--- src/rtl/gbte_pkg.sv ---
`default_nettype none
package gbte_pkg;

    localparam int IN_BYTES  = 22;  // 171 bits of tdata padded to bytes
    localparam int OUT_BYTES = 16;  // 122 bits of tdata padded to bytes

    typedef enum logic [1:0] {
        MODE_CREATE  = 2'd0,
        MODE_DESTROY = 2'd1,
        MODE_GET     = 2'd2,
        MODE_STEP    = 2'd3
    } mode_t;

    typedef enum logic [1:0] {
        ST_OK    = 2'd0,
        ST_FULL  = 2'd1,
        ST_STALE = 2'd2
    } status_t;

    typedef enum logic [1:0] {
        CFG_GX = 2'd0,
        CFG_GY = 2'd1,
        CFG_GZ = 2'd2
    } cfg_idx_t;

    localparam logic signed [31:0] GRAVITY_Y_RESET = -32'sd642908;

    typedef enum logic [3:0] {
        S_IDLE,
        S_CREATE_RD,
        S_CREATE_WR,
        S_LOOKUP,
        S_HANDLE,
        S_STEP_RD,
        S_STEP_VEL,
        S_STEP_POS,
        S_STEP_WR,
        S_OUT
    } state_t;

    // controller to datapath
    typedef struct packed {
        logic load_in;
        logic pop_rd;
        logic create_wr;
        logic destroy_wr;
        logic get_load;
        logic stale_out;
        logic full_out;
        logic step_clr;
        logic step_vel;
        logic step_pos;
        logic step_wr;
        logic clr_out;
    } cmd_t;

    // datapath to controller
    typedef struct packed {
        mode_t mode;
        logic  can_pop;
        logic  can_append;
        logic  handle_ok;
        logic  step_done;
    } sts_t;

    // saturate a 34 bit sum to 32 bits
    function automatic logic signed [31:0] sat32(input logic signed [33:0] v);
        logic signed [31:0] r;
        if (v > 34'sd2147483647)       r = 32'sh7fffffff;
        else if (v < -34'sd2147483648) r = 32'sh80000000;
        else                           r = v[31:0];
        return r;
    endfunction

endpackage
`default_nettype wire

--- src/rtl/gbte_ctrl.sv ---
`default_nettype none
module gbte_ctrl (
    input  wire logic          aclk,
    input  wire logic          aresetn,
    input  wire logic          in_fire,
    input  wire logic          out_taken,
    output logic               in_ready,
    output logic               out_valid,
    output gbte_pkg::cmd_t     cmd,
    input  gbte_pkg::sts_t     sts
);
    import gbte_pkg::*;

    state_t state_reg, state_next;

    // state register
    always_ff @(posedge aclk) begin
        if (!aresetn) state_reg <= S_IDLE;
        else          state_reg <= state_next;
    end

    // next state and commands
    always_comb begin
        state_next = state_reg;
        cmd        = '0;
        in_ready   = 1'b0;
        out_valid  = 1'b0;
        unique case (state_reg)
            S_IDLE: begin
                in_ready = 1'b1;
                if (in_fire) begin
                    cmd.load_in = 1'b1;
                    state_next  = S_LOOKUP;
                end
            end
            S_LOOKUP: begin
                cmd.clr_out = 1'b1;
                unique case (sts.mode)
                    MODE_CREATE: begin
                        if (sts.can_pop) begin
                            cmd.pop_rd = 1'b1;
                            state_next = S_CREATE_RD;
                        end else if (sts.can_append) begin
                            state_next = S_CREATE_WR;
                        end else begin
                            cmd.full_out = 1'b1;
                            state_next   = S_OUT;
                        end
                    end
                    MODE_STEP: begin
                        cmd.step_clr = 1'b1;
                        state_next   = S_STEP_RD;
                    end
                    default: begin
                        state_next = S_HANDLE;
                    end
                endcase
            end
            S_CREATE_RD: state_next = S_CREATE_WR;
            S_CREATE_WR: begin
                cmd.create_wr = 1'b1;
                state_next    = S_OUT;
            end
            S_HANDLE: begin
                if (!sts.handle_ok)                 cmd.stale_out  = 1'b1;
                else if (sts.mode == MODE_DESTROY)  cmd.destroy_wr = 1'b1;
                else                                cmd.get_load   = 1'b1;
                state_next = S_OUT;
            end
            S_STEP_RD: begin
                if (sts.step_done) begin
                    state_next = S_OUT;
                end else begin
                    state_next = S_STEP_VEL;
                end
            end
            S_STEP_VEL: begin
                cmd.step_vel = 1'b1;
                state_next   = S_STEP_POS;
            end
            S_STEP_POS: begin
                cmd.step_pos = 1'b1;
                state_next   = S_STEP_WR;
            end
            S_STEP_WR: begin
                cmd.step_wr = 1'b1;
                state_next  = S_STEP_RD;
            end
            S_OUT: begin
                out_valid = 1'b1;
                if (out_taken) state_next = S_IDLE;
            end
            default: state_next = S_IDLE;
        endcase
    end

    // single request in flight: never ready while a result waits
    assert property (@(posedge aclk) disable iff (!aresetn) !(in_ready && out_valid))
        else $error("ready while result pending");
    // a step run always ends through the result state
    assert property (@(posedge aclk) disable iff (!aresetn)
        (state_reg == S_STEP_RD && sts.step_done) |=> state_reg == S_OUT)
        else $error("step end lost");
    // a taken result returns to idle
    assert property (@(posedge aclk) disable iff (!aresetn)
        (out_valid && out_taken) |=> in_ready)
        else $error("no return to idle");
endmodule
`default_nettype wire

--- config.mk ---
export PLATFORM = sky130hd
export DESIGN_NAME = gbte_ctrl
export DESIGN_NICKNAME = d
export VERILOG_FILES = /design/src/rtl/gbte_pkg.sv /design/src/rtl/gbte_ctrl.sv
export SDC_FILE = /design/constraint.sdc
export NUM_CORES = 1
export LEC_CHECK = 0
export BUFFER_PORTS_ARGS = -buffer_cell sky130_fd_sc_hd__clkbuf_2
export CAP_MARGIN = 20
export CORE_AREA = 2 2 39 41
export DETAILED_ROUTE_END_ITERATION = 16
export DIE_AREA = 0 0 41 43
export GPL_ROUTABILITY_DRIVEN = 1
export PLACE_DENSITY = 0.68
export SLEW_MARGIN = 5
export SYNTH_ARGS = -nofsm -noshare
export SYNTH_HDL_FRONTEND = slang
export SYNTH_SLANG_ARGS = --single-unit
--- constraint.sdc ---
create_clock -name aclk -period 3.3 [get_ports aclk]
set_input_delay 0.99 -clock aclk [delete_from_list [all_inputs] [get_ports aclk]]
set_output_delay 0.99 -clock aclk [all_outputs]
set_load 0.01 [all_outputs]
# Word-level counts from Yosys, hierarchy flattened
# Index checks and enable logic that the tools add are counted.
[word_totals] regBits=4 input_bits=10 output_inout_bits=14 word_cells=47
[classes] eq_ne=13 mux=29 n_reduce_logical=4
[ops] op="case mux 4 bit (9 select lines)" n=1
[ops] op="two-way mux 4 bit" n=5
[ops] op="two-way mux 1 bit" n=19
[ops] op="equality test 4 x 3 -> 1 bit, second input constant" n=4
[ops] op="equality test 4 x 2 -> 1 bit, second input constant" n=2
[ops] op="equality test 4 bit, second input constant" n=2
[ops] op="case mux 4 bit (2 select lines)" n=1
[ops] op="equality test 4 x 1 -> 1 bit, second input constant" n=1
[ops] op="logical NOT 4 bit" n=1
[ops] op="two-way mux 2 bit" n=2
[ops] op="inequality test 2 bit, second input constant" n=2
[ops] op="two-way mux 3 bit" n=1
[ops] op="equality test 2 x 1 -> 1 bit, second input constant" n=1
[ops] op="equality test 2 bit, second input constant" n=1
[ops] op="logical NOT 2 bit" n=1
[ops] op="AND reduction 2 bit" n=1
[ops] op="OR reduction 2 bit" n=1

# Longest topological paths before layout
# Gate-level depths: netlist of run 1.
[logic_depth] depth_word=4 mapped_depth=6 mapped_depth_nobuf=6

# Worst setup path before layout of run 1
# OpenSTA, ideal clock, no wires.
[synth_timing] path_kind="input to output" from="input port sts[5] (netlist name)" to="output port cmd[5] (netlist name)" arrival_ns=1.581 required_time_ns=2.310 slack_ns=0.729 path_stages=4 n_path_buf=0 cell_sequence="inv_1 -> ha_1 -> nand2b_1 -> nor4_2"
[synth_lines] element="from (decl)" line="gbte_ctrl.sv:10" source="input gbte_pkg::sts_t sts"
[synth_lines] element="to (decl)" line="gbte_ctrl.sv:9" source="output gbte_pkg::cmd_t cmd,"

==> impl_metrics.yaml, run 1 <==
final_layout:
  nFillCells: 147
  layout.cells.non_filler: 104
  insertedDiodeCount: 0
  area_growth_pct: 24.46
  nets: 104
  largest_register_ffs: 4
  stdcell_area_um2: 643.1
  layout-drive-gt1-share_pct: 38.64
drt:
  vias_per_cell: 5.144
  wirelength_um: 1157
  detail_route.iter0.violations: 3
  wl_per_cell_um: 11.13
  num_vias: 535
  detail-route-antenna-nets: 0
  drc_errors: 0
  drt_first_pass_iters: 4
timing:
  period_needed_ps: 2783
  final-hold-violation-count: 0
  finalCritPeriodShare_pct: 84.33
  setup_violations: 0
  setup_tns_ps: 0
  whs_ps: 683.1
  tightest_slew_ps: 504.1
  rsz0062_at_grt: "false"
  relSlewSlack_pct: 66.35
  clock-skew-final_ps: 0.2736
  max_freq_mhz: 359.4
  drv_slew: 0
yosys:
  yosys_warnings: 0
  synth-seq-cells: 4
  synthCells: 66
  synth_area_leaders: "dfxtp_1 (15%), ha_1 (9.7%), nand2b_1 (7.3%)"
  synth_largest_area_cell: "dfxtp_1"
  synth-seq-area-share_pct: 15.50
  ys_types: 31
  syn_nets: 80
  syn-cell-area_um2: 516.7
  synth.top_cell.area_share_pct: 15.50
  avgSynthCellArea_um2: 7.829
placement:
  gp_congestion: 0.7695
  placed_area_um2: 620.6
  dp_cells: 101
  dpl.hpwl_um: 906.7
  portBuffers: 23
power:
  power.density_nw_per_um2: 719.0
  p_leak_nw: 0.3164
  totalPowerFinal_mw: 0.4624
  ir_worst_vdd_uv: 281.7
critical_path:
  critPathMostFrequentCell: "clkbuf_2"
  critPathLaunchType: "input port"
  critPathKind: "input port to output pin"
  crit_path_max_incr_delay_ps: 180
  r2r_slack_ps: 1700
  crit_fanout: 3
  rr_startpoint: "state_reg[1]"
  critical_path.endpoint_type: "output pin"
  rr_worst_depth: 4
  worst_path_dominant_cell_family: "buffers and inverters"
  critPathBufInv: 3
  r2r_end: "state_reg[0]"
  crit_arrival_ps: 1790
  cp_slowest_cell: "ha_1"
  critPathRequiredTime_ps: 2310
  crit_chain: "clkbuf_2 -> inv_1 -> ha_1 -> nand2b_1 -> nor4_2 -> clkbuf_2"
die:
  coreArea_um2: 1384
  die_x_um: 41
  io_pins: 24
  die_h_um: 43
  start_util_pct: 37.34
  row_count: 14
  dieArea_um2: 1763
cts:
  root_buffer: "clkbuf_4"
  insertion_delay_ps: 230
  cts_buffers: 3
  cts_resized: 0
  cts_hold_buf: 0
  cts.htree.levels: 1
  cts_tree: "built"
  numClockSinks: 4
  clk_pin_slew_worst_paths_ps: 40
  cts_setup_buffers: 0
  clock_path_buffers: 2
min_path:
  hold_path_end: "state_reg[2]"
  min_path_cells: 2
  min_from: "state_reg[1]"
  min_path_type: "flip-flop to flip-flop"
outcome:
  status: "finished clean"
global_routing:
  antenna_found_initial: 0
  met3_usage_pct: 4.712
  grt_pass1_wl_um: 1718
  grt_use_met1_pct: 18.53
  grt_usage_pct: 13.73
  grt_pass1_vias: 419
  grt.busiest_layer: "met2"
  grt-ovfl-total: 0
  grt_use_met2_pct: 20.94
  grt_max_degree: 14
job:
  maxCapViolCount: 0
==> cells in the final DEF, fill, tap and decap left out <==
cell	n
nor3_1	3
nor4_1	2
nand2_1	5
a22oi_1	1
nor4_2	1
nand2b_2	1
nand2b_1	6
o211a_1	1
a22oi_2	1
or3_1	1
a21oi_1	4
a31oi_1	1
inv_1	3
clkbuf_2	23
clkbuf_4	3
nor4_4	1
dfxtp_1	4
o22ai_1	1
nor2b_1	3
and2_1	2
and2b_4	1
ha_1	4
o32ai_1	1
nor2_1	6
and3_1	3
o21ai_0	1
nor2_2	1
o31a_1	1
nor4b_2	2
o31ai_1	1
==> layout make-up <==
type | instances | area [um2] | share of cell area, %
Multi-Input combinational cell | 55 | 394.1 | 61.28
Timing Repair Buffer | 23 | 115.1 | 17.90
Sequential cell | 4 | 80.08 | 12.45
Clock buffer | 3 | 22.52 | 3.502
Tap cell | 16 | 20.02 | 3.113
Inverter | 3 | 11.26 | 1.751
==> metrics by stage <==
step | utilization, % | setup slack [ps]
final | 46.47 | 517.2
after global routing | 46.47 | 430.8
after floorplan | - | 728.6
after detailed placement | 44.85 | 500.0
after global placement | 44.85 | 534.1
after CTS | 46.47 | 494.2
==> routing by layer <==
| metal | vias to the layer above | share of wire [%] | wire, um |
|---|---|---|---|
| met3 | 0 | 5.0 | 58 |
| met1 | 237 | 49 | 566 |
| met4 | 0 | 0 | 0 |
| li1 | 282 | - | - |
| met5 | - | 0 | 0 |
| met2 | 16 | 46 | 532 |
==> cells by family (layout without fill, tap and decap cells) <==
group / Yosys count / in the layout / share of synthesized area, %
flops: 4 / 4 / 15.50
fa+ha+maj: 4 / 4 / 9.686
compound gates: 13 / 13 / 17.92
buf+inv: 7 / 29 / 8.230
simple gates: 38 / 38 / 48.67
==> power by group <==
part / switching (mW) / total [mW] / internal, mW
logic: 0.129 / 0.261 / 0.132
clock network: 0.0187 / 0.0593 / 0.0406
registers: 0.0733 / 0.142 / 0.0685
total: 0.221 / 0.462 / 0.241
==> worst reg2reg max path, delay by kind of cell (launching register included) <==
kind / cells / cell delay [ps]
AND/OR/NAND/NOR: 2 / 600
flip-flops: 1 / 610
AO/OA/AOI/OAI: 2 / 320
==> synth_stat cells, drive strengths merged <==
library cell and count:
a21oi 4, a22oi 2, a31oi 1, and2 2, and2b 1, and3 3
buf 4, dfxtp 4, ha 4, inv 3, nand2 5, nand2b 7
nor2 7, nor2b 3, nor3 3, nor4 4, nor4b 2, o211a 1
o21ai 1, o22ai 1, o31a 1, o31ai 1, o32ai 1, or3 1
==> worst max-delay path by stage <==
stage | startpoint | end | slack [ps] | cells after the start
floorplan | sts[5] | cmd[5] | 730 | 4
global placement | sts[5] | cmd[5] | 530 | 6
detailed placement | sts[5] | cmd[5] | 500 | 6
CTS | sts[5] | cmd[5] | 490 | 6
global route | sts[5] | cmd[5] | 430 | 6
finish | sts[4] | cmd[5] | 520 | 6
Power figures use the tool's default switching activity.
==> run 2, diff against run 1 <==
==> constraint.sdc (replaced) <==
create_clock -name aclk -period 2.74 [get_ports aclk]
set_input_delay 0.822 -clock aclk [delete_from_list [all_inputs] [get_ports aclk]]
set_output_delay 0.822 -clock aclk [all_outputs]
set_load 0.01 [all_outputs]
==> run 2 against run 1 <==
Net effect: first-iteration DRC count grew to 3.3 times the previous value; setup slack got worse by 300 ps; worst hold slack about the same; clock-buffer cell count unchanged; critical path type unchanged.
==> impl_metrics.yaml, run 2 (synthesized netlist as in run 1, its figures left out) <==
outcome:
  status: "finished clean"
timing:
  max_freq_mhz: 397.1
  drv_slew: 0
  tightest_slew_ps: 503.7
  relSlewSlack_pct: 66.37
  setup_tns_ps: 0
  setup_violations: 0
  whs_ps: 683.3
  final-hold-violation-count: 0
  period_needed_ps: 2518
  clock-skew-final_ps: 1.918
  finalCritPeriodShare_pct: 91.90
  rsz0062_at_grt: "false"
cts:
  root_buffer: "clkbuf_4"
  cts_resized: 0
  cts_hold_buf: 0
  cts_setup_buffers: 0
  clk_pin_slew_worst_paths_ps: 40
  cts_buffers: 3
  cts_tree: "built"
  insertion_delay_ps: 230
  numClockSinks: 4
  cts.htree.levels: 1
  clock_path_buffers: 2
die:
  row_count: 14
  die_h_um: 43
  coreArea_um2: 1384
  die_x_um: 41
  start_util_pct: 37.34
  dieArea_um2: 1763
  io_pins: 24
critical_path:
  critical_path.endpoint_type: "output pin"
  rr_worst_depth: 4
  r2r_slack_ps: 1170
  rr_startpoint: "state_reg[1]"
  r2r_end: "state_reg[0]"
  critPathKind: "input port to output pin"
  crit_fanout: 3
  cp-startpoint: "sts[5]"
  critPathRequiredTime_ps: 1920
  crit_path_end: "cmd[5]"
  crit_arrival_ps: 1700
  critPathLaunchType: "input port"
power:
  p_leak_nw: 0.3215
  ir_worst_vdd_uv: 274.9
  power.density_nw_per_um2: 872.0
final_layout:
  nFillCells: 146
  mostFrequentLayoutCell: "clkbuf_2"
  insertedDiodeCount: 0
  final_cell_mix: "clkbuf_2 (23), nand2b_1 (6), nor2_1 (6), nand2_1 (5)"
  nets: 105
  area_growth_pct: 25.91
  largest_register_ffs: 4
  layout-drive-gt1-share_pct: 39.33
global_routing:
  grt-ovfl-total: 0
  antenna_found_initial: 0
  grt_usage_pct: 15.35
  grt_max_degree: 14
  grt_pass1_wl_um: 1925
  grt_pass1_vias: 458
drt:
  drc_errors: 0
  detail-route-antenna-nets: 0
  wirelength_um: 1229
  num_vias: 542
  detail_route.iter0.violations: 10
  vias_per_cell: 5.162
  wl_per_cell_um: 11.70
  drt_first_pass_iters: 3
placement:
  gp_congestion: 0.7957
  dpl.hpwl_um: 950.9
  portBuffers: 23
job:
  maxCapViolCount: 0
min_path:
  min_path_type: "flip-flop to flip-flop"
## run 2: cell types whose count changed in the layout (fill, tap and decap cells not counted)
cell,before,now
buf_4,0,1
## run 2: worst max-delay path, stage by stage
cell and delay (ps):
clkbuf_2 90, inv_1 90, ha_1 190, nand2b_1 100, nor4_2 210, clkbuf_2 190
## run 2: worst min path at each step
stage | slack, ps | to | cells after the start | startpoint
after floorplan | 560 | state_reg[1] | 2 | state_reg[3]
after global placement | 680 | state_reg[0] | 2 | state_reg[0]
after detailed placement | 670 | state_reg[2] | 2 | state_reg[1]
after CTS | 680 | state_reg[2] | 2 | state_reg[1]
after global routing | 730 | state_reg[0] | 2 | state_reg[0]
final | 680 | state_reg[0] | 2 | state_reg[0]
## run 2: per-layer routing
layer | share of wire [%] | global-route usage, % | vias up
met5 | 0 | 0 | -
met4 | 0 | 2.000 | 0
met3 | 5.1 | 4.712 | 0
met2 | 49 | 23.75 | 16
met1 | 46 | 20.83 | 242
li1 | - | - | 284
## run 2: final cells by class
| type | instances | area [um2] | area share, % |
|---|---|---|---|
| Inverter | 3 | 11.26 | 1.731 |
| Tap cell | 16 | 20.02 | 3.077 |
| Multi-Input combinational cell | 55 | 394.1 | 60.58 |
| Clock buffer | 3 | 22.52 | 3.462 |
| Timing Repair Buffer | 24 | 122.6 | 18.85 |
| Sequential cell | 4 | 80.08 | 12.31 |
## run 2: stage by stage
| step | power (mW) | cell area (um2) | cells | worst slack, ps | util, % |
|---|---|---|---|---|---|
| floorplan | 0.4205 | 516.7 | 66 | 504.6 | - |
| global placement | 0.4916 | 628.1 | 102 | 311.6 | 45.39 |
| detailed placement | 0.4954 | 628.1 | 102 | 255.5 | 45.39 |
| CTS | 0.5715 | 650.6 | 105 | 215.1 | 47.02 |
| finish | 0.5674 | 650.6 | 105 | 221.9 | 47.02 |
| global route | 0.6164 | 650.6 | 105 | 144.2 | 47.02 |
## run 2: where the power goes
part	internal [mW]	switching (mW)	leakage (nW)	total (mW)
combinational	0.165	0.169	0.275	0.335
clock	0.0490	0.0235	0.0138	0.0724
sequential	0.0825	0.0778	0.0330	0.160
